--- src/hw/rtl/ocrf_pkg.sv ---
package ocrf_pkg;

  localparam int unsigned POS_W     = 5;
  localparam int unsigned MAX_BYTES = 128;

  localparam logic [31:0] CRC_POLY   = 32'hEDB88320;
  localparam logic [31:0] CRC_INIT   = 32'hFFFFFFFF;
  localparam logic [7:0]  CRC_PREFIX = 8'hA2;
  localparam logic [7:0]  HDR_ID     = 8'h31;
  localparam logic [7:0]  HDR_TAG    = 8'h10;
  localparam logic [7:0]  VALID_BASE = 8'hF7;
  localparam logic [7:0]  RUMBLE_FLG = 8'h03;
  localparam logic [7:0]  LB_RELEASE = 8'h02;
  localparam logic [7:0]  BRIGHTNESS = 8'h01;

  typedef struct packed {
    logic [3:0] seq_number;
    logic       init_compat;
    logic       lightbar_setup;
    logic       rumble_update;
    logic [7:0] motor_right;
    logic [7:0] motor_left;
    logic [7:0] player_lamps;
    logic [7:0] red_level;
    logic [7:0] green_level;
    logic [7:0] blue_level;
  } req_t;

  typedef struct packed {
    req_t        req;
    logic [31:0] crc;
  } entry_t;

  function automatic logic [31:0] crc_byte(input logic [31:0] c, input logic [7:0] b);
    logic [31:0] x;
    x = c ^ {24'h0, b};
    for (int k = 0; k < 8; k++) begin
      x = x[0] ? ((x >> 1) ^ CRC_POLY) : (x >> 1);
    end
    return x;
  endfunction

  localparam logic [31:0] CRC_SEED = crc_byte(CRC_INIT, CRC_PREFIX);

  function automatic logic [7:0] data_byte(input req_t r, input logic [7:0] idx);
    logic [7:0] b;
    b = 8'h00;
    case (idx)
      8'd0:  b = HDR_ID;
      8'd1:  b = {r.seq_number, 4'h0};
      8'd2:  b = HDR_TAG;
      8'd3:  b = (r.init_compat ? VALID_BASE : 8'h00) | (r.rumble_update ? RUMBLE_FLG : 8'h00);
      8'd4:  b = VALID_BASE;
      8'd5:  b = r.rumble_update ? r.motor_right : 8'h00;
      8'd6:  b = r.rumble_update ? r.motor_left : 8'h00;
      8'd41: b = r.lightbar_setup ? LB_RELEASE : 8'h00;
      8'd44: b = r.lightbar_setup ? LB_RELEASE : 8'h00;
      8'd45: b = BRIGHTNESS;
      8'd46: b = r.player_lamps;
      8'd47: b = r.red_level;
      8'd48: b = r.green_level;
      8'd49: b = r.blue_level;
      default: b = 8'h00;
    endcase
    return b;
  endfunction

endpackage

--- src/hw/rtl/controller_output_report_framer_core.sv ---
// Channel  | Handshake            | Payload
// request  | in_valid / in_ready  | seq_number .. blue_level, one report per transaction
// report   | out_valid / out_ready| report_word, word_position, valid_bytes, last_word
//
// A request runs through the CRC unit at one 32-bit word per cycle. The back emits
// one word per cycle unless the report channel stalls, NW = ceil(REPORT_BYTES/4)
// words per report (20 by default); the slower of the two sets the sustained
// request rate. Reset clears the control state only; a two-entry queue between
// the two halves lets the CRC unit run ahead while the report channel stalls.
module controller_output_report_framer_core #(
  parameter int REPORT_BYTES = 78,
  parameter int CRC_POSITION = 74
) (
  input  logic                       clk,
  input  logic                       rst,
  input  logic                       in_valid,
  output logic                       in_ready,
  input  logic [3:0]                 seq_number,
  input  logic                       init_compat,
  input  logic                       lightbar_setup,
  input  logic                       rumble_update,
  input  logic [7:0]                 motor_right,
  input  logic [7:0]                 motor_left,
  input  logic [7:0]                 player_lamps,
  input  logic [7:0]                 red_level,
  input  logic [7:0]                 green_level,
  input  logic [7:0]                 blue_level,
  output logic                       out_valid,
  input  logic                       out_ready,
  output logic [31:0]                report_word,
  output logic [ocrf_pkg::POS_W-1:0] word_position,
  output logic [2:0]                 valid_bytes,
  output logic                       last_word
);

  ocrf_pkg::req_t   in_req;
  ocrf_pkg::entry_t push_data;
  ocrf_pkg::entry_t pop_data;
  logic             push;
  logic             q_ready;
  logic             q_valid;
  logic             pop;

  assign in_req = '{
    seq_number:     seq_number,
    init_compat:    init_compat,
    lightbar_setup: lightbar_setup,
    rumble_update:  rumble_update,
    motor_right:    motor_right,
    motor_left:     motor_left,
    player_lamps:   player_lamps,
    red_level:      red_level,
    green_level:    green_level,
    blue_level:     blue_level
  };

  ocrf_front #(
    .REPORT_BYTES(REPORT_BYTES),
    .CRC_POSITION(CRC_POSITION)
  ) u_front (
    .clk       (clk),
    .rst       (rst),
    .in_valid  (in_valid),
    .in_ready  (in_ready),
    .in_req    (in_req),
    .push      (push),
    .q_ready   (q_ready),
    .push_data (push_data)
  );

  ocrf_queue u_queue (
    .clk       (clk),
    .rst       (rst),
    .push      (push),
    .push_data (push_data),
    .q_ready   (q_ready),
    .q_valid   (q_valid),
    .pop       (pop),
    .pop_data  (pop_data)
  );

  ocrf_back #(
    .REPORT_BYTES(REPORT_BYTES),
    .CRC_POSITION(CRC_POSITION)
  ) u_back (
    .clk           (clk),
    .rst           (rst),
    .q_valid       (q_valid),
    .pop           (pop),
    .pop_data      (pop_data),
    .out_valid     (out_valid),
    .out_ready     (out_ready),
    .report_word   (report_word),
    .word_position (word_position),
    .valid_bytes   (valid_bytes),
    .last_word     (last_word)
  );

endmodule

--- src/hw/rtl/ocrf_front.sv ---
module ocrf_front #(
  parameter int REPORT_BYTES = 78,
  parameter int CRC_POSITION = 74
) (
  input  logic            clk,
  input  logic            rst,
  input  logic            in_valid,
  output logic            in_ready,
  input  ocrf_pkg::req_t  in_req,
  output logic            push,
  input  logic            q_ready,
  output ocrf_pkg::entry_t push_data
);

  localparam int TOTAL     = (REPORT_BYTES > 128) ? 128 : REPORT_BYTES;
  localparam int CRCPOS    = (CRC_POSITION > TOTAL) ? TOTAL : CRC_POSITION;
  localparam int CRC_WORDS = (CRCPOS + 3) / 4;
  localparam int CW        = $clog2(CRC_WORDS);

  logic           busy;
  logic           done;
  logic [CW-1:0]  cnt;
  ocrf_pkg::req_t req;
  logic [31:0]    crc;
  logic [31:0]    crc_next;
  logic [7:0]     idx;
  logic           accept;

  always_comb begin
    crc_next = crc;
    idx      = 8'h00;
    for (int i = 0; i < 4; i++) begin
      idx = 8'({cnt, 2'b00}) + 8'(i);
      if (idx < 8'(CRCPOS)) begin
        crc_next = ocrf_pkg::crc_byte(crc_next, ocrf_pkg::data_byte(req, idx));
      end
    end
  end

  assign push      = done && q_ready;
  assign in_ready  = !busy || push;
  assign accept    = in_valid && in_ready;
  assign push_data = '{req: req, crc: ~crc};

  always_ff @(posedge clk) begin
    if (rst) begin
      busy <= 1'b0;
      done <= 1'b0;
      cnt  <= '0;
    end else begin
      if (busy && !done) begin
        crc <= crc_next;
        if (cnt == CW'(CRC_WORDS - 1)) begin
          done <= 1'b1;
        end else begin
          cnt <= cnt + 1'b1;
        end
      end else if (push) begin
        busy <= 1'b0;
        done <= 1'b0;
      end
      if (accept) begin
        req  <= in_req;
        crc  <= ocrf_pkg::CRC_SEED;
        cnt  <= '0;
        busy <= 1'b1;
        done <= 1'b0;
      end
    end
  end

endmodule

--- src/hw/rtl/ocrf_queue.sv ---
module ocrf_queue (
  input  logic             clk,
  input  logic             rst,
  input  logic             push,
  input  ocrf_pkg::entry_t push_data,
  output logic             q_ready,
  output logic             q_valid,
  input  logic             pop,
  output ocrf_pkg::entry_t pop_data
);

  ocrf_pkg::entry_t slots [2];
  logic             wr_ptr;
  logic             rd_ptr;
  logic [1:0]       count;

  assign q_ready  = (count != 2'd2);
  assign q_valid  = (count != 2'd0);
  assign pop_data = slots[rd_ptr];

  always_ff @(posedge clk) begin
    if (push) begin
      slots[wr_ptr] <= push_data;
    end
  end

  always_ff @(posedge clk) begin
    if (rst) begin
      wr_ptr <= 1'b0;
      rd_ptr <= 1'b0;
      count  <= 2'd0;
    end else begin
      if (push) begin
        wr_ptr <= ~wr_ptr;
      end
      if (pop) begin
        rd_ptr <= ~rd_ptr;
      end
      if (push && !pop) begin
        count <= count + 2'd1;
      end else if (pop && !push) begin
        count <= count - 2'd1;
      end
    end
  end

endmodule

--- src/hw/rtl/ocrf_back.sv ---
module ocrf_back #(
  parameter int REPORT_BYTES = 78,
  parameter int CRC_POSITION = 74
) (
  input  logic                       clk,
  input  logic                       rst,
  input  logic                       q_valid,
  output logic                       pop,
  input  ocrf_pkg::entry_t           pop_data,
  output logic                       out_valid,
  input  logic                       out_ready,
  output logic [31:0]                report_word,
  output logic [ocrf_pkg::POS_W-1:0] word_position,
  output logic [2:0]                 valid_bytes,
  output logic                       last_word
);

  localparam int TOTAL  = (REPORT_BYTES > 128) ? 128 : REPORT_BYTES;
  localparam int CRCPOS = (CRC_POSITION > TOTAL) ? TOTAL : CRC_POSITION;
  localparam int NW     = (TOTAL + 3) / 4;

  ocrf_pkg::entry_t            cur;
  logic                        active;
  logic [ocrf_pkg::POS_W-1:0]  widx;
  logic                        load;
  logic                        at_last;
  logic [31:0]                 word_next;
  logic [2:0]                  vb_next;
  logic [7:0]                  idx;
  logic [7:0]                  off;
  logic [7:0]                  rem;

  assign at_last = (widx == ocrf_pkg::POS_W'(NW - 1));
  assign load    = active && (!out_valid || out_ready);
  assign pop     = q_valid && (!active || (load && at_last));

  always_comb begin
    word_next = 32'h0;
    idx       = 8'h00;
    off       = 8'h00;
    for (int i = 0; i < 4; i++) begin
      idx = {1'b0, widx, 2'b00} + 8'(i);
      off = idx - 8'(CRCPOS);
      if (idx < 8'(TOTAL) || TOTAL == 128) begin
        if (idx >= 8'(CRCPOS) && off < 8'd4 && CRCPOS < 128) begin
          word_next[8*i +: 8] = cur.crc[{off[1:0], 3'b000} +: 8];
        end else begin
          word_next[8*i +: 8] = ocrf_pkg::data_byte(cur.req, idx);
        end
      end
    end
    rem     = 8'(TOTAL) - {1'b0, widx, 2'b00};
    vb_next = (rem > 8'd4 || rem == 8'd0) ? 3'd4 : rem[2:0];
  end

  always_ff @(posedge clk) begin
    if (pop) begin
      cur <= pop_data;
    end
    if (load) begin
      report_word   <= word_next;
      word_position <= widx;
      valid_bytes   <= vb_next;
      last_word     <= at_last;
    end
  end

  always_ff @(posedge clk) begin
    if (rst) begin
      active    <= 1'b0;
      widx      <= '0;
      out_valid <= 1'b0;
    end else begin
      if (load) begin
        out_valid <= 1'b1;
        if (at_last) begin
          active <= 1'b0;
        end else begin
          widx <= widx + 1'b1;
        end
      end else if (out_ready) begin
        out_valid <= 1'b0;
      end
      if (pop) begin
        active <= 1'b1;
        widx   <= '0;
      end
    end
  end

endmodule

--- config.mk ---
export PLATFORM = sky130hd
export DESIGN_NAME = controller_output_report_framer_core
export DESIGN_NICKNAME = d
export VERILOG_FILES = /design/src/hw/rtl/ocrf_pkg.sv /design/src/hw/rtl/controller_output_report_framer_core.sv /design/src/hw/rtl/ocrf_front.sv /design/src/hw/rtl/ocrf_queue.sv /design/src/hw/rtl/ocrf_back.sv
export SDC_FILE = /design/constraint.sdc
export NUM_CORES = 1
export LEC_CHECK = 0
export ABC_AREA = 0
export BUFFER_PORTS_ARGS = -buffer_cell sky130_fd_sc_hd__buf_2
export CAP_MARGIN = 10
export CORE_UTILIZATION = 56
export DETAILED_ROUTE_END_ITERATION = 16
export PLACE_DENSITY = 0.81
export SETUP_SLACK_MARGIN = 0.3
export SLEW_MARGIN = 20
export SYNTH_ARGS = -nofsm -noshare
export SYNTH_HDL_FRONTEND = slang
export SYNTH_SLANG_ARGS = --single-unit
--- constraint.sdc ---
create_clock -name clk -period 6 [get_ports clk]
set_input_delay 1.2 -clock clk [delete_from_list [all_inputs] [get_ports clk]]
set_output_delay 1.2 -clock clk [all_outputs]
set_load 0.1 [all_outputs]
== After elaboration in Yosys (flattened, before gate mapping) ==
Memory sizes are Yosys's and may differ from the RTL's. A register that Yosys moved wholly into a read port is not among the register bits.
Index checks and enable logic that the tools add are counted.
W data, S select, Z words.

* Register bits after elaboration: 146
* RAM bits: 174
* Input bits: 59
* Output and inout port bits: 43
* Word-level logic and storage cells: 328
* Memories: 1

* Add/subtract/negate cells: 15
* Magnitude comparators: 17
* Equality and inequality tests: 89
* Shifts and indexed selects: 4
* Mux-type cells: 77
* Bitwise gates (word level): 44
* Reduce and logical (&&, ||, !) cells: 54

{| class="wikitable"
|+ Memories
! name !! depth !! width !! rd ports !! clocked after memory_dff !! wr ports !! RTL line !! text
|-
| u_queue.slots || 2 || 87 || 1 || 1 || 1 || ocrf_queue.sv:12 || <nowiki>ocrf_pkg::entry_t slots [2];</nowiki>
|}

{| class="wikitable"
|+ Operators with widths
! operator !! count
|-
| $mux W32 || 37
|-
| $pmux W8 S13 || 6
|-
| $not A13 Y14 || 32
|-
| $eq A8 B6 Y1 const B || 42
|-
| $eq A8 B3 Y1 const B || 18
|-
| $shiftx A32 B6 Y8 || 4
|-
| $xor A32 B8 Y32 || 4
|-
| $mux W8 || 14
|-
| $eq A8 B2 Y1 const B || 12
|-
| $logic_not A8 Y1 || 9
|-
| $pmux W8 S4 || 2
|-
| $eq A8 B1 Y1 const B || 6
|-
| $lt A8 B7 Y1 const B || 6
|-
| $add A7 B2 Y8 const B || 4
|-
| $lt A8 B3 Y1 const B || 4
|-
| $not A32 Y32 || 1
|-
| $ge A8 B7 Y1 const B || 3
|-
| $sub A8 B7 Y8 const B || 3
|-
| $eq A5 B4 Y1 const B || 4
|-
| $add A7 B1 Y8 const B || 2
|-
| $reduce_bool A2 Y1 || 8
|-
| $reduce_or A2 Y1 || 8
|-
| $lt A7 B7 Y1 const B || 2
|-
| $reduce_and A2 Y1 || 7
|-
| 19 further kinds || 62
|}

== Logic depth before layout (Yosys ltp) ==
Gate-level depths: netlist of run 1.

* Word-level depth: 76
* Depth in mapped cells: 23
* Depth with buffers taken out: 20

== Modules after synthesis ==
A second synthesis of run 1 with hierarchy kept.

* Cells, all modules: 1414
* Area total of the unflattened synthesis: 20387.1 um^2

{| class="wikitable"
|+ Modules (own cells, without submodules)
! module !! instances !! cells each !! area each (um^2) !! sequential area each (um^2)
|-
| ocrf_front || 1 || 817 || 8629.5 || 2752.6
|-
| ocrf_queue || 1 || 293 || 6606.3 || 5325.1
|-
| ocrf_back || 1 || 304 || 5151.2 || 3953.8
|}

== Worst setup path before layout of run 1 ==
No wires, ideal clock.

* Kind: reg-to-reg
* Start point: reg u_front.cnt[1]
* End point: reg u_front.crc[7], data pin
* Library setup time: 0.273 ns
* Data arrival time: 5.826 ns
* Required time: 5.727 ns
* Setup slack: -0.099 ns
* Cell stages (with the launch flop): 23
* Buffers on the path: 2
* Period minus slack after synthesis: 6.099 ns
* Cells stage by stage: dfxtp_1 inv_1 ha_1 or3b_1 buf_6 a21oi_4 xnor2_4 xnor3_2 xnor3_1 mux2i_4 or2_1 buf_6 xnor3_2 or3_1 nand4_4 xor3_1 o21ai_2 xor2_4 xor2_4 xnor2_4 xor2_1 xnor2_1 a22oi_1

* Longest elaborated chain between the ends: 57
* Elaborated cells between the ends (all ways): 132
* Those cells by class: add/sub: 3; order compare: 4; eq/ne: 42; mux: 45; bitwise: 31; reduce/logical: 7

{| class="wikitable"
|+ Ends and longest elaborated chain
! item !! RTL line !! text
|-
| start, declared || ocrf_front.sv:22 || <nowiki>logic [CW-1:0] cnt;</nowiki>
|-
| start signal, assigned || ocrf_front.sv:56 || <nowiki>cnt <= cnt + 1'b1;</nowiki>
|-
| $eq A5 B4 Y1 (tied with other cells) || ocrf_pkg.sv:48 || <nowiki>case (idx)</nowiki>
|-
| $pmux W8 S4 || ocrf_pkg.sv:48 ||
|-
| $mux W8 || ocrf_front.sv:34 || <nowiki>if (idx < 8'(CRCPOS)) begin</nowiki>
|-
| $xor A32 B8 Y32 || ocrf_pkg.sv:36 || <nowiki>x = c ^ {24'h0, b};</nowiki>
|-
| $mux W32 || ocrf_pkg.sv:38 || <nowiki>x = x[0] ? ((x >> 1) ^ CRC_POLY) : (x >> 1);</nowiki>
|-
| $not A13 Y14 (no line) || n/a ||
|-
| $mux W32 (7 in series) || ocrf_pkg.sv:38 ||
|-
| $mux W32 || ocrf_front.sv:34 ||
|-
| [30 not listed] || n/a ||
|-
| $xor A32 B8 Y32 || ocrf_pkg.sv:36 ||
|-
| $mux W32 (5 in series) || ocrf_pkg.sv:38 ||
|-
| $not A13 Y14 (no line) || n/a ||
|-
| $mux W32 || ocrf_pkg.sv:38 ||
|-
| $not A13 Y14 (no line) || n/a ||
|-
| $mux W32 (2 in series) || ocrf_pkg.sv:38 ||
|-
| $mux W32 (*) || ocrf_front.sv:34 ||
|-
| $mux W32 (*) || ocrf_front.sv:51 || <nowiki>if (busy && !done) begin</nowiki>
|-
| end signal, assigned || ocrf_front.sv:52 || <nowiki>crc <= crc_next;</nowiki>
|-
| end signal, assigned || ocrf_front.sv:64 || <nowiki>crc <= ocrf_pkg::CRC_SEED;</nowiki>
|-
| end, declared || ocrf_front.sv:24 || <nowiki>logic [31:0] crc;</nowiki>
|}

Every way passes the cells marked *; elsewhere a longest branch is shown, timed or not. The select of a mux whose other input is x is not followed.
A chain may end at the register's enable or synchronous reset.

== Worst setup path after layout of run 1 ==
* Start point: reg u_front.cnt[1]
* End point: reg u_front.crc[25], data pin

* Longest elaborated chain between the ends: 56
* Elaborated cells between the ends (all ways): 134
* Those cells by class: add/sub: 3; order compare: 4; eq/ne: 42; mux: 45; bitwise: 33; reduce/logical: 7

{| class="wikitable"
|+ Ends and longest elaborated chain
! item !! RTL line
|-
| $eq A5 B4 Y1 (tied with other cells) || ocrf_pkg.sv:48
|-
| $pmux W8 S4 || ocrf_pkg.sv:48
|-
| $mux W8 || ocrf_front.sv:34
|-
| $xor A32 B8 Y32 || ocrf_pkg.sv:36
|-
| $mux W32 || ocrf_pkg.sv:38
|-
| $not A13 Y14 (no line) || n/a
|-
| $mux W32 (2 in series) || ocrf_pkg.sv:38
|-
| $not A13 Y14 (no line) || n/a
|-
| [37 not listed] || n/a
|-
| $not A13 Y14 (no line) || n/a
|-
| $mux W32 (2 in series) || ocrf_pkg.sv:38
|-
| $not A13 Y14 (no line) || n/a
|-
| $mux W32 || ocrf_pkg.sv:38
|-
| $not A13 Y14 (no line) || n/a
|-
| $mux W32 (2 in series) || ocrf_pkg.sv:38
|-
| $mux W32 (*) || ocrf_front.sv:34
|-
| $mux W32 (*) || ocrf_front.sv:51
|}

Marked as above.

==> run_results.csv, run 1 <==
group,metric,value,unit
status,status,"complete, no violations",
sta,slew_headroom,0.283,
sta,final-hold-violation-count,0,
logic_synthesis,syn_area,19900,um2
finish,drive_gt1_frac,0.303,
place,place.gp.congestion,0.972,
sta,fmax,178,MHz
cts,cts_tree,"built",
global_routing,grt_usage,0.293,
finish,multiInputGateArea,8060,um2
floorplan,die_area,36400,um2
floorplan,initial_core_util,0.573,
cts,path_clk_slew,0.06,ns
worst_hold_path,min_path_type,"flop to flop",
logic_synthesis,yosysWarnings,0,
finish,nFillCells,2313,
finish,syn_to_final_growth,19.2,%
setup_path,critPathArrivalTime,6.00,ns
finish,final_cell_mix,"388 x edfxtp_1, 157 x xnor2_1, 127 x buf_4",
cts,cts.sink_count,406,
finish,nets,1738,
sta,fin_tns_setup,0,ns
drt,viasPerCell,6.07,
finish,final_common_cell,"edfxtp_1",
finish,antenna_cells,0,
logic_synthesis,synth_top_area_share,0.584,
logic_synthesis,synth_top_area_cell,"edfxtp_1",
setup_path,ff2ff_path_depth,23,
sta,slew_viol_final,0,
setup_path,worst_setup_path_start_kind,"flop",
setup_path,worstPathRequired,6.37,ns
setup_path,crit_path_top_delay_cell,"or3b_4",
worst_hold_path,holdPathStages,2,
setup_path,cp_max_fo,6,
logic_synthesis,synthArstFlopShare,0,
setup_path,crit_family,"XOR/XNOR gates",
worst_hold_path,min_from,"u_back.active",
drt,ant_nets,0,
place,dp_hpwl,37600,um
logic_synthesis,synth_ff_type,"edfxtp_1",
sta,fin_crit_sh,0.937,
floorplan,fp.coreArea,34800,um2
sta,min_period,5.62,ns
place,port_buffers,100,
drt,wirelength,53600,um
cts,cts_buffers,41,
worst_hold_path,min_to,"u_back.out_valid",
setup_path,r2r-end,"u_front.crc[25]",
floorplan,die_x,191,um
cts,cts_root_buf,"clkbuf_16",
logic_synthesis,synthCells,1449,
logic_synthesis,synth_cell_types,85,
logic_synthesis,synth_area_leaders,"edfxtp_1 58%, xnor2_1 7.4%, mux2_2 5.1%, xor2_1 2.8%, xnor3_1 2.3%",
floorplan,num_io_pins,102,
logic_synthesis,ys_ff_latch,406,
drt,wl_per_cell,24.9,um
setup_path,timing.reg2reg.setup_slack,0.38,ns
setup_path,crit-reg2reg-launch,"u_front.cnt[1]",
setup_path,end_kind,"flop",
finish,seq_area,12000,um2
drt,drcViolationCount,0,
global_routing,grt_max_degree,66,
sta,clock_skew,0.0183,ns
logic_synthesis,ys_seq_area_frac,0.602,
drt,drtIter0Drc,1324,
cts,htree_levels,2,
run,maxCapViolations,0,
setup_path,cpPeakStageDelay,0.43,ns
drt,vias,13045,
setup_path,path_buf_inv,4,
sta,worst_pin_slew,1.07,ns
sta,rsz0062_at_grt,"false",
global_routing,gr-total-overflow,0,
global_routing,grt_pass1_wl,78100,um
logic_synthesis,syn_nets,1524,
sta,setup_violations,0,
logic_synthesis,synth_edf_count,388,
logic_synthesis,avgSynthCellArea,13.8,um2
setup_path,path_class,"flop to flop",
setup_path,cp_cell_sequence,"inv_4 > ha_4 > or3b_4 > a211o_1 > o211ai_4 > xnor3_2 > mux2_4 > and3_4 > xnor2_4 > xnor3_1 > o21ai_4 > xnor2_2 > buf_4 > xor3_1 > o21ai_2 > xor2_4 > xor2_4 > buf_12 > xnor2_4 > buf_4 > xnor2_2 > nand2_1 > a21oi_1",
floorplan,die_y,191,um
global_routing,grt_antenna_before_repair,1,
cts,clock_latency,0.54,ns
floorplan,rows,68,
drt,drtPass1Iterations,6,
cts,clockBufferDepth,3,
global_routing,grt_pass1_vias,12773,
[cell usage after synthesis, drive strengths merged, types with 7 or more instances]
| cell type | n |
|---|---|
| a211oi | 16 |
| a21oi | 81 |
| a221oi | 8 |
| a222oi | 14 |
| a22o | 9 |
| a22oi | 15 |
| and2 | 11 |
| and3 | 9 |
| buf | 18 |
| clkbuf | 46 |
| dfxtp | 18 |
| edfxtp | 388 |
| ha | 16 |
| inv | 45 |
| mux2 | 92 |
| mux2i | 17 |
| nand2 | 81 |
| nand2b | 9 |
| nand3 | 15 |
| nand4 | 14 |
| nor2 | 108 |
| nor3 | 18 |
| nor4 | 7 |
| o211ai | 14 |
| o21ai | 38 |
| xnor2 | 179 |
| xnor3 | 22 |
| xor2 | 72 |
[how the worst max path moves through the flow]
stage / start / end / slack (ns) / depth (start not counted)
after floorplan: u_front.cnt[1] / u_front.crc[7] / 0.29 / 19
after global placement: u_front.cnt[2] / u_front.crc[5] / 0.06 / 16
after detailed placement: u_front.cnt[1] / u_front.crc[6] / -0.03 / 20
after CTS: u_front.cnt[0] / u_front.crc[19] / 0.30 / 22
after global routing: u_front.cnt[1] / u_front.crc[25] / 0.24 / 23
final: u_front.cnt[1] / u_front.crc[25] / 0.38 / 23
[worst reg2reg max path: stages (launching register included)]
cell and delay (ns):
dfxtp_2 0.34, inv_4 0.08, ha_4 0.14, or3b_4 0.43, a211o_1 0.35, o211ai_4 0.18, xnor3_2 0.37, mux2_4 0.32
and3_4 0.21, xnor2_4 0.17, xnor3_1 0.27, o21ai_4 0.24, xnor2_2 0.18, buf_4 0.19, xor3_1 0.42, o21ai_2 0.23
xor2_4 0.29, xor2_4 0.13, buf_12 0.15, xnor2_4 0.22, buf_4 0.19, xnor2_2 0.12, nand2_1 0.07, a21oi_1 0.18
[registers in the layout (all words and copies together), names as in the netlist]
name and cells:
u_queue.slots 174, u_back.cur 87, u_front.push_data 55, u_back.report_word 32, u_front.crc 32, u_back.widx 5
u_back.word_position 5, u_front.cnt 5, u_back.valid_bytes 2, u_queue.count 2, u_back.active 1, u_back.last_word 1
u_back.out_valid 1, u_front.busy 1, u_front.done 1, u_queue.rd_ptr 1, u_queue.wr_ptr 1
[routing by layer]
metal	part of all wire	GRT usage
met1	0.40	0.402
met5	0	0
met4	0.041	0.126
met2	0.48	0.470
met3	0.084	0.0392
[stage by stage]
step	setup slack (ns)	std cells	utilization	instance area, um2	hold slack, ns
floorplan	0.292	1449	-	20100	0.406
global placement	0.0597	2022	0.619	21600	0.459
detailed placement	-0.0300	2022	0.619	21600	0.471
CTS	0.301	2108	0.664	23100	0.482
global route	0.238	2150	0.683	23800	0.494
finish	0.377	2150	0.683	23800	0.487
[final cells by class]
class / instances / share of cell area
Inverter: 46 / 0.00753
Clock buffer: 54 / 0.0473
Clock inverter: 21 / 0.0106
Sequential cell: 406 / 0.506
Timing Repair Buffer: 235 / 0.0660
Multi-Input combinational cell: 933 / 0.339
Tap cell: 455 / 0.0239
[cells by family after synthesis]
logic type	count (synthesis)	share of synthesized area
other	1	0.000188
buffers and inverters	110	0.0226
adders and majority gates	16	0.0100
AOI/OAI and AO/OA	226	0.0774
DFF	406	0.602
and+or+nand+nor	304	0.0743
xor gates and xnor gates	277	0.151
muxes	109	0.0621
[repair_timing]
| action | 4_1_cts | 5_1_grt |
|---|---|---|
| hold buffers | 0 | 0 |
| resized for setup | 21 | 57 |
| buffers inserted | 11 | 42 |
| endpoints found under the setup margin | 26 | 27 |
| pin swaps | 8 | 39 |
Power of run 1 is not shown: default switching activity piles up to over one toggle a cycle in this logic, so the estimate is an artifact.
==> run 2, diff against run 1 <==
Settings changed: CORE_MARGIN from default to 10, RECOVER_POWER from default to 25.
==> run 2 against run 1 <==
Global-route usage fell by 5.1 points. Die area is 20% higher. Critical path depth down 2. Critical endpoint is now u_front.crc[27]. Final cell count up 0.74%. Final area grew 0.30%. Clock-buffer cell count stayed put. Sequential share of layout area fell by 0.14 points. Register-to-register slack worse by 0.09 ns. Highest routed layer unchanged. Core utilization fell by 0.95 points. Via count up 0.17%.
==> run_results.csv, run 2 (synthesis results as in run 1) <==
group,metric,value,unit
finish,final_cell_mix,"388 x edfxtp_1, 154 x xnor2_1, 137 x buf_4",
status,status,"complete, no violations",
global_routing,gr-total-overflow,0,
drt,drcViolationCount,0,
cts,cts.sink_count,406,
finish,final_common_cell,"edfxtp_1",
finish,multiInputGateArea,8110,um2
place,place_inst,2041,
cts,ctsHoldBuffers,0,
worst_hold_path,min_from,"u_back.active",
setup_path,timing.reg2reg.setup_slack,0.29,ns
setup_path,ff2ff_path_depth,21,
drt,drtIter0Drc,1470,
cts,cts_buffers,41,
setup_path,worst_setup_path_start_kind,"flop",
sta,min_period,5.71,ns
sta,setup_violations,0,
global_routing,grt_antenna_before_repair,0,
floorplan,num_io_pins,102,
setup_path,critPathArrivalTime,6.01,ns
sta,rsz0062_at_grt,"true",
setup_path,worstPathRequired,6.30,ns
sta,slew_viol_final,0,
floorplan,die_y,209,um
finish,largest_reg_flops,174,
setup_path,path_class,"flop to flop",
global_routing,grt_max_degree,64,
sta,fin_tns_setup,0,ns
floorplan,die_x,209,um
finish,instances_no_fill,2166,
sta,worst_pin_slew,0.916,ns
sta,fmax,175,MHz
cts,cts_tree,"built",
drt,viasPerCell,6.03,
sta,slew_headroom,0.389,
finish,top_register,"u_queue.slots",
floorplan,fp.coreArea,35400,um2
run,maxCapViolations,0,
finish,drive_gt1_frac,0.311,
sta,fin_crit_sh,0.952,
finish,seq_area,12000,um2
setup_path,crit_path_top_delay_cell,"xor3_2",
cts,clockBufferDepth,3,
global_routing,grt_usage,0.242,
setup_path,cpPeakStageDelay,0.53,ns
place,dp_hpwl,38500,um
floorplan,rows,69,
drt,ant_nets,0,
global_routing,grt_pass1_vias,12832,
drt,wl_per_cell,25.3,um
cts,path_clk_slew,0.07,ns
finish,nets,1750,
drt,wirelength,54700,um
sta,final-hold-violation-count,0,
place,place.gp.congestion,0.986,
cts,htree_levels,2,
place,port_buffers,100,
setup_path,cp_cell_sequence,"inv_4 > ha_4 > or3b_4 > a21oi_4 > xnor2_4 > xnor3_2 > xnor3_2 > mux2i_4 > or2_4 > buf_6 > a2111oi_4 > nand4_2 > buf_6 > xor2_1 > xnor3_2 > nand3_2 > o211ai_4 > xor2_2 > xor3_2 > xnor2_2 > a22o_1",
cts,clock_latency,0.55,ns
worst_hold_path,holdPathStages,2,
setup_path,cpMostUsedCell,"xnor3_2",
finish,syn_to_final_growth,19.6,%
drt,drtPass1Iterations,8,
cts,cts_root_buf,"clkbuf_16",
setup_path,crit-reg2reg-launch,"u_front.cnt[1]",
global_routing,grt_pass1_wl,80800,um
floorplan,initial_core_util,0.563,
worst_hold_path,min_path_type,"flop to flop",
floorplan,die_area,43600,um2
finish,nFillCells,2384,
sta,clock_skew,0.0171,ns
worst_hold_path,min_to,"u_back.out_valid",
setup_path,end_kind,"flop",
setup_path,cp_max_fo,7,
drt,vias,13067,
setup_path,r2r-end,"u_front.crc[27]",
-- run 2: changes by cell type in the layout (fill, tap and decap cells not counted), sizes merged --
cell | previous run | this run
bufinv | 5 | 2
clkinv | 13 | 14
diode | 0 | 1
buf | 235 | 247
clkinvlp | 2 | 1
-- run 2: per-stage QoR --
step	utilization	setup slack (ns)	area (um2)	hold WS [ns]
3_5_place_dp	0.612	-0.288	21700	0.467
3_3_place_gp	0.612	-0.163	21700	0.461
6_report	0.674	0.288	23800	0.477
4_1_cts	0.657	0.302	23300	0.480
2_1_floorplan	-	0.292	20100	0.406
5_1_grt	0.674	0.102	23800	0.491
-- run 2: per-layer routing --
metal	global-route usage	routed length, um	up-vias
li1	-	-	5786
met1	0.321	21900	6505
met2	0.391	26400	657
met3	0.0400	4350	119
met4	0.0945	2080	0
met5	0	0	-
-- run 2: worst max path at each step --
stage	start	endpoint	slack [ns]	cells after the start
2_1_floorplan	u_front.cnt[1]	u_front.crc[7]	0.29	19
3_3_place_gp	u_front.cnt[1]	u_front.crc[19]	-0.16	22
3_5_place_dp	u_front.cnt[1]	u_front.crc[19]	-0.29	22
4_1_cts	u_front.cnt[1]	u_front.crc[19]	0.30	24
5_1_grt	u_front.cnt[1]	u_front.crc[23]	0.10	22
6_report	u_front.cnt[1]	u_front.crc[27]	0.29	21
-- run 2: worst max-delay path, delay by kind of cell (launching register included) --
family / cells / cell delay (ns)
AND/OR/NAND/NOR: 4 / 1.04
AO/OA/AOI/OAI: 4 / 0.83
XOR/XNOR: 8 / 2.46
adder cells (fa/ha/maj): 1 / 0.14
flip-flops: 1 / 0.34
multiplexers: 1 / 0.22
buffers and inverters: 3 / 0.43
-- run 2: layout make-up --
| class | instances | share of cell area |
|---|---|---|
| diodes | 1 | 0.000105 |
| inverters | 46 | 0.00740 |
| well taps | 461 | 0.0242 |
| multi-input cells | 933 | 0.340 |
| clock buffers | 54 | 0.0481 |
| repair buffers | 247 | 0.0692 |
| flip-flops and latches | 406 | 0.504 |
| clock inverters | 18 | 0.00666 |
-- run 2: repair_timing --
| item | in CTS | in global routing |
|---|---|---|
| hold endpoints to repair | 0 | 0 |
| setup buffers | 20 | 32 |
| cloned | 0 | 0 |
| pin swaps | 17 | 42 |
| gates resized for setup | 28 | 64 |
| setup endpoints to repair | 28 | 29 |
Power of run 2 is left out for the same reason.
==> run 3, diff against run 2 <==
Settings changed: CORE_UTILIZATION 56 to 60, PLACE_DENSITY 0.81 to 0.82.
Clock period 6 ns to 5.5 ns, I/O delays scaled along.
==> run 3 against run 2 <==
The flow now finishes with violations (negative setup slack). Global-route usage is 2.5 points higher. Clock-buffer cell count is 2 lower. Critical path depth is 1 lower. Final area is 4.5% higher. Core utilization is 8.9 points higher. Flip-flop and latch count stayed put. Setup slack worse by 0.38 ns. Clock skew is 0.0018 ns lower. Die area is 6.0% lower. Via count is 3.0% higher. First-iteration DRC count is 6.9% higher. Critical endpoint is now u_front.crc[14].
==> run_results.csv, run 3 (synthesis results as in run 1) <==
group,metric,value,unit
global_routing,grt_pass1_wl,82600,um
cts,cts_buffers,41,
finish,final_cell_mix,"388 x edfxtp_1, 171 x buf_4, 131 x xnor2_1",
status,violations,"negative setup slack",
global_routing,grt_max_degree,58,
setup_path,end_kind,"flop",
sta,fin_tns_setup,-0.357,ns
cts,clock_latency,0.55,ns
floorplan,die_y,202,um
finish,final_common_cell,"edfxtp_1",
floorplan,fp.coreArea,32700,um2
drt,wl_per_cell,25.5,um
drt,viasPerCell,6.10,
setup_path,cp_max_fo,5,
setup_path,path_class,"flop to flop",
setup_path,timing.reg2reg.setup_slack,-0.09,ns
sta,clock_skew,0.0153,ns
cts,htree_levels,2,
global_routing,grt_pass1_vias,13326,
cts,path_clk_slew,0.06,ns
sta,slew_viol_final,0,
finish,largest_reg_flops,174,
finish,seq_area,12000,um2
global_routing,use_met1,0.348,
run,maxCapViolations,0,
finish,drive_gt1_frac,0.357,
setup_path,critPathArrivalTime,5.85,ns
place,dp_hpwl,39300,um
finish,antenna_cells,0,
setup_path,cpMostUsedCell,"xor2_4",
drt,vias,13464,
finish,multiInputGateArea,8580,um2
drt,wirelength,56300,um
sta,hold_ws,0.472,ns
drt,ant_nets,0,
sta,fin_crit_sh,1.02,
global_routing,top_usage_layer,"met2",
setup_path,crit_path_top_delay_cell,"xor3_1",
sta,final-hold-violation-count,0,
place,port_buffers,100,
finish,top_register,"u_queue.slots",
finish,nFillCells,1923,
worst_hold_path,min_path_type,"flop to flop",
sta,rsz0062_at_grt,"true",
global_routing,grt_antenna_before_repair,0,
floorplan,die_area,40900,um2
setup_path,crit-reg2reg-launch,"u_front.cnt[1]",
setup_path,critPathLaunch,"u_front.cnt[1]",
cts,ctsHoldBuffers,0,
finish,syn_to_final_growth,25.0,%
cts,cts_root_buf,"clkbuf_16",
setup_path,cpPeakStageDelay,0.46,ns
drt,drcViolationCount,0,
global_routing,gr-total-overflow,0,
global_routing,grtUsageMet2,0.434,
cts,cts.sink_count,406,
global_routing,met3_usage,0.0496,
floorplan,initial_core_util,0.610,
cts,clockBufferDepth,3,
setup_path,cp_cell_sequence,"inv_4 > ha_4 > or3b_4 > a211o_1 > o211ai_4 > xnor3_2 > mux2_4 > and3_4 > xnor2_4 > xnor3_2 > o21ai_4 > xnor2_4 > xor3_1 > o21ai_2 > xor2_4 > xor2_4 > buf_6 > xor2_4 > and3_1 > o31ai_2",
status,status,"finished, violations left",
setup_path,worstPathRequired,5.75,ns
floorplan,die_x,202,um
sta,fmax,179,MHz
drt,drtPass1Iterations,8,
sta,min_period,5.59,ns
floorplan,rows,66,
sta,setup_violations,8,
sta,slew_headroom,0.368,
floorplan,num_io_pins,102,
place,place.gp.congestion,1.00,
global_routing,grt_usage,0.266,
finish,nets,1811,
sta,setup_slack,-0.0917,ns
sta,worst_pin_slew,0.948,ns
worst_hold_path,min_from,"u_back.active",
drt,drtIter0Drc,1571,
cts,cts_tree,"built",
setup_path,worst_setup_path_start_kind,"flop",
==> run 3: changes by cell type in the layout (fill, tap and decap cells not counted), moves of 4 or more <==
cell     delta
xor2_1     -12
buf_4      +34
buf_12      +5
xnor2_2    +13
buf_6      +17
xnor2_1    -23
xnor2_4    +10
xor2_2      +4
a21oi_1     -4
xor2_4      +8
==> run 3: layer usage <==
| layer | wire (um) | part of all wire | vias to the layer above |
|---|---|---|---|
| met5 | 0 | 0 | - |
| met4 | 2190 | 0.039 | 0 |
| li1 | - | - | 5879 |
| met3 | 5250 | 0.093 | 142 |
| met1 | 21400 | 0.38 | 6653 |
| met2 | 27400 | 0.49 | 790 |
==> run 3: critical path: cells and delay by family (launching register included) <==
family	cells	cell delay [ns]
DFF	1	0.35
muxes	1	0.34
adders and majority gates	1	0.14
xor gates and xnor gates	8	2.38
and+or+nand+nor	3	0.85
AOI/OAI and AO/OA	5	0.99
buffers and inverters	2	0.24
==> run 3: cell type report <==
| class | instances | area share |
|---|---|---|
| Inverter | 46 | 0.00718 |
| Clock inverter | 21 | 0.00878 |
| Timing Repair Buffer | 308 | 0.0902 |
| Sequential cell | 406 | 0.482 |
| Tap cell | 442 | 0.0222 |
| Multi-Input combinational cell | 933 | 0.344 |
| Clock buffer | 52 | 0.0452 |
==> run 3: worst paths after layout <==
kind | cells after the start | endpoint
worst max-delay path | 20 | u_front.crc[14]
worst min-delay path | 2 | u_back.out_valid
worst max register to register | 20 | u_front.crc[14]
worst min register to register | 2 | u_back.out_valid
==> run 3: repair_timing <==
item,in CTS,in global routing
setup buffers,34,25
gates resized for setup,71,63
pin swaps,38,37
setup endpoints to repair,32,32
==> run 3: metrics by stage <==
step	cells	worst slack, ns	util	cell area, um2
4_1_cts	2182	-0.00239	0.744	24300
2_1_floorplan	1449	-0.0762	-	20300
5_1_grt	2208	-0.231	0.762	24900
3_5_place_dp	2075	-0.397	0.682	22300
6_report	2208	-0.0917	0.762	24900
3_3_place_gp	2075	-0.335	0.682	22300
Power of run 3 is left out for the same reason.
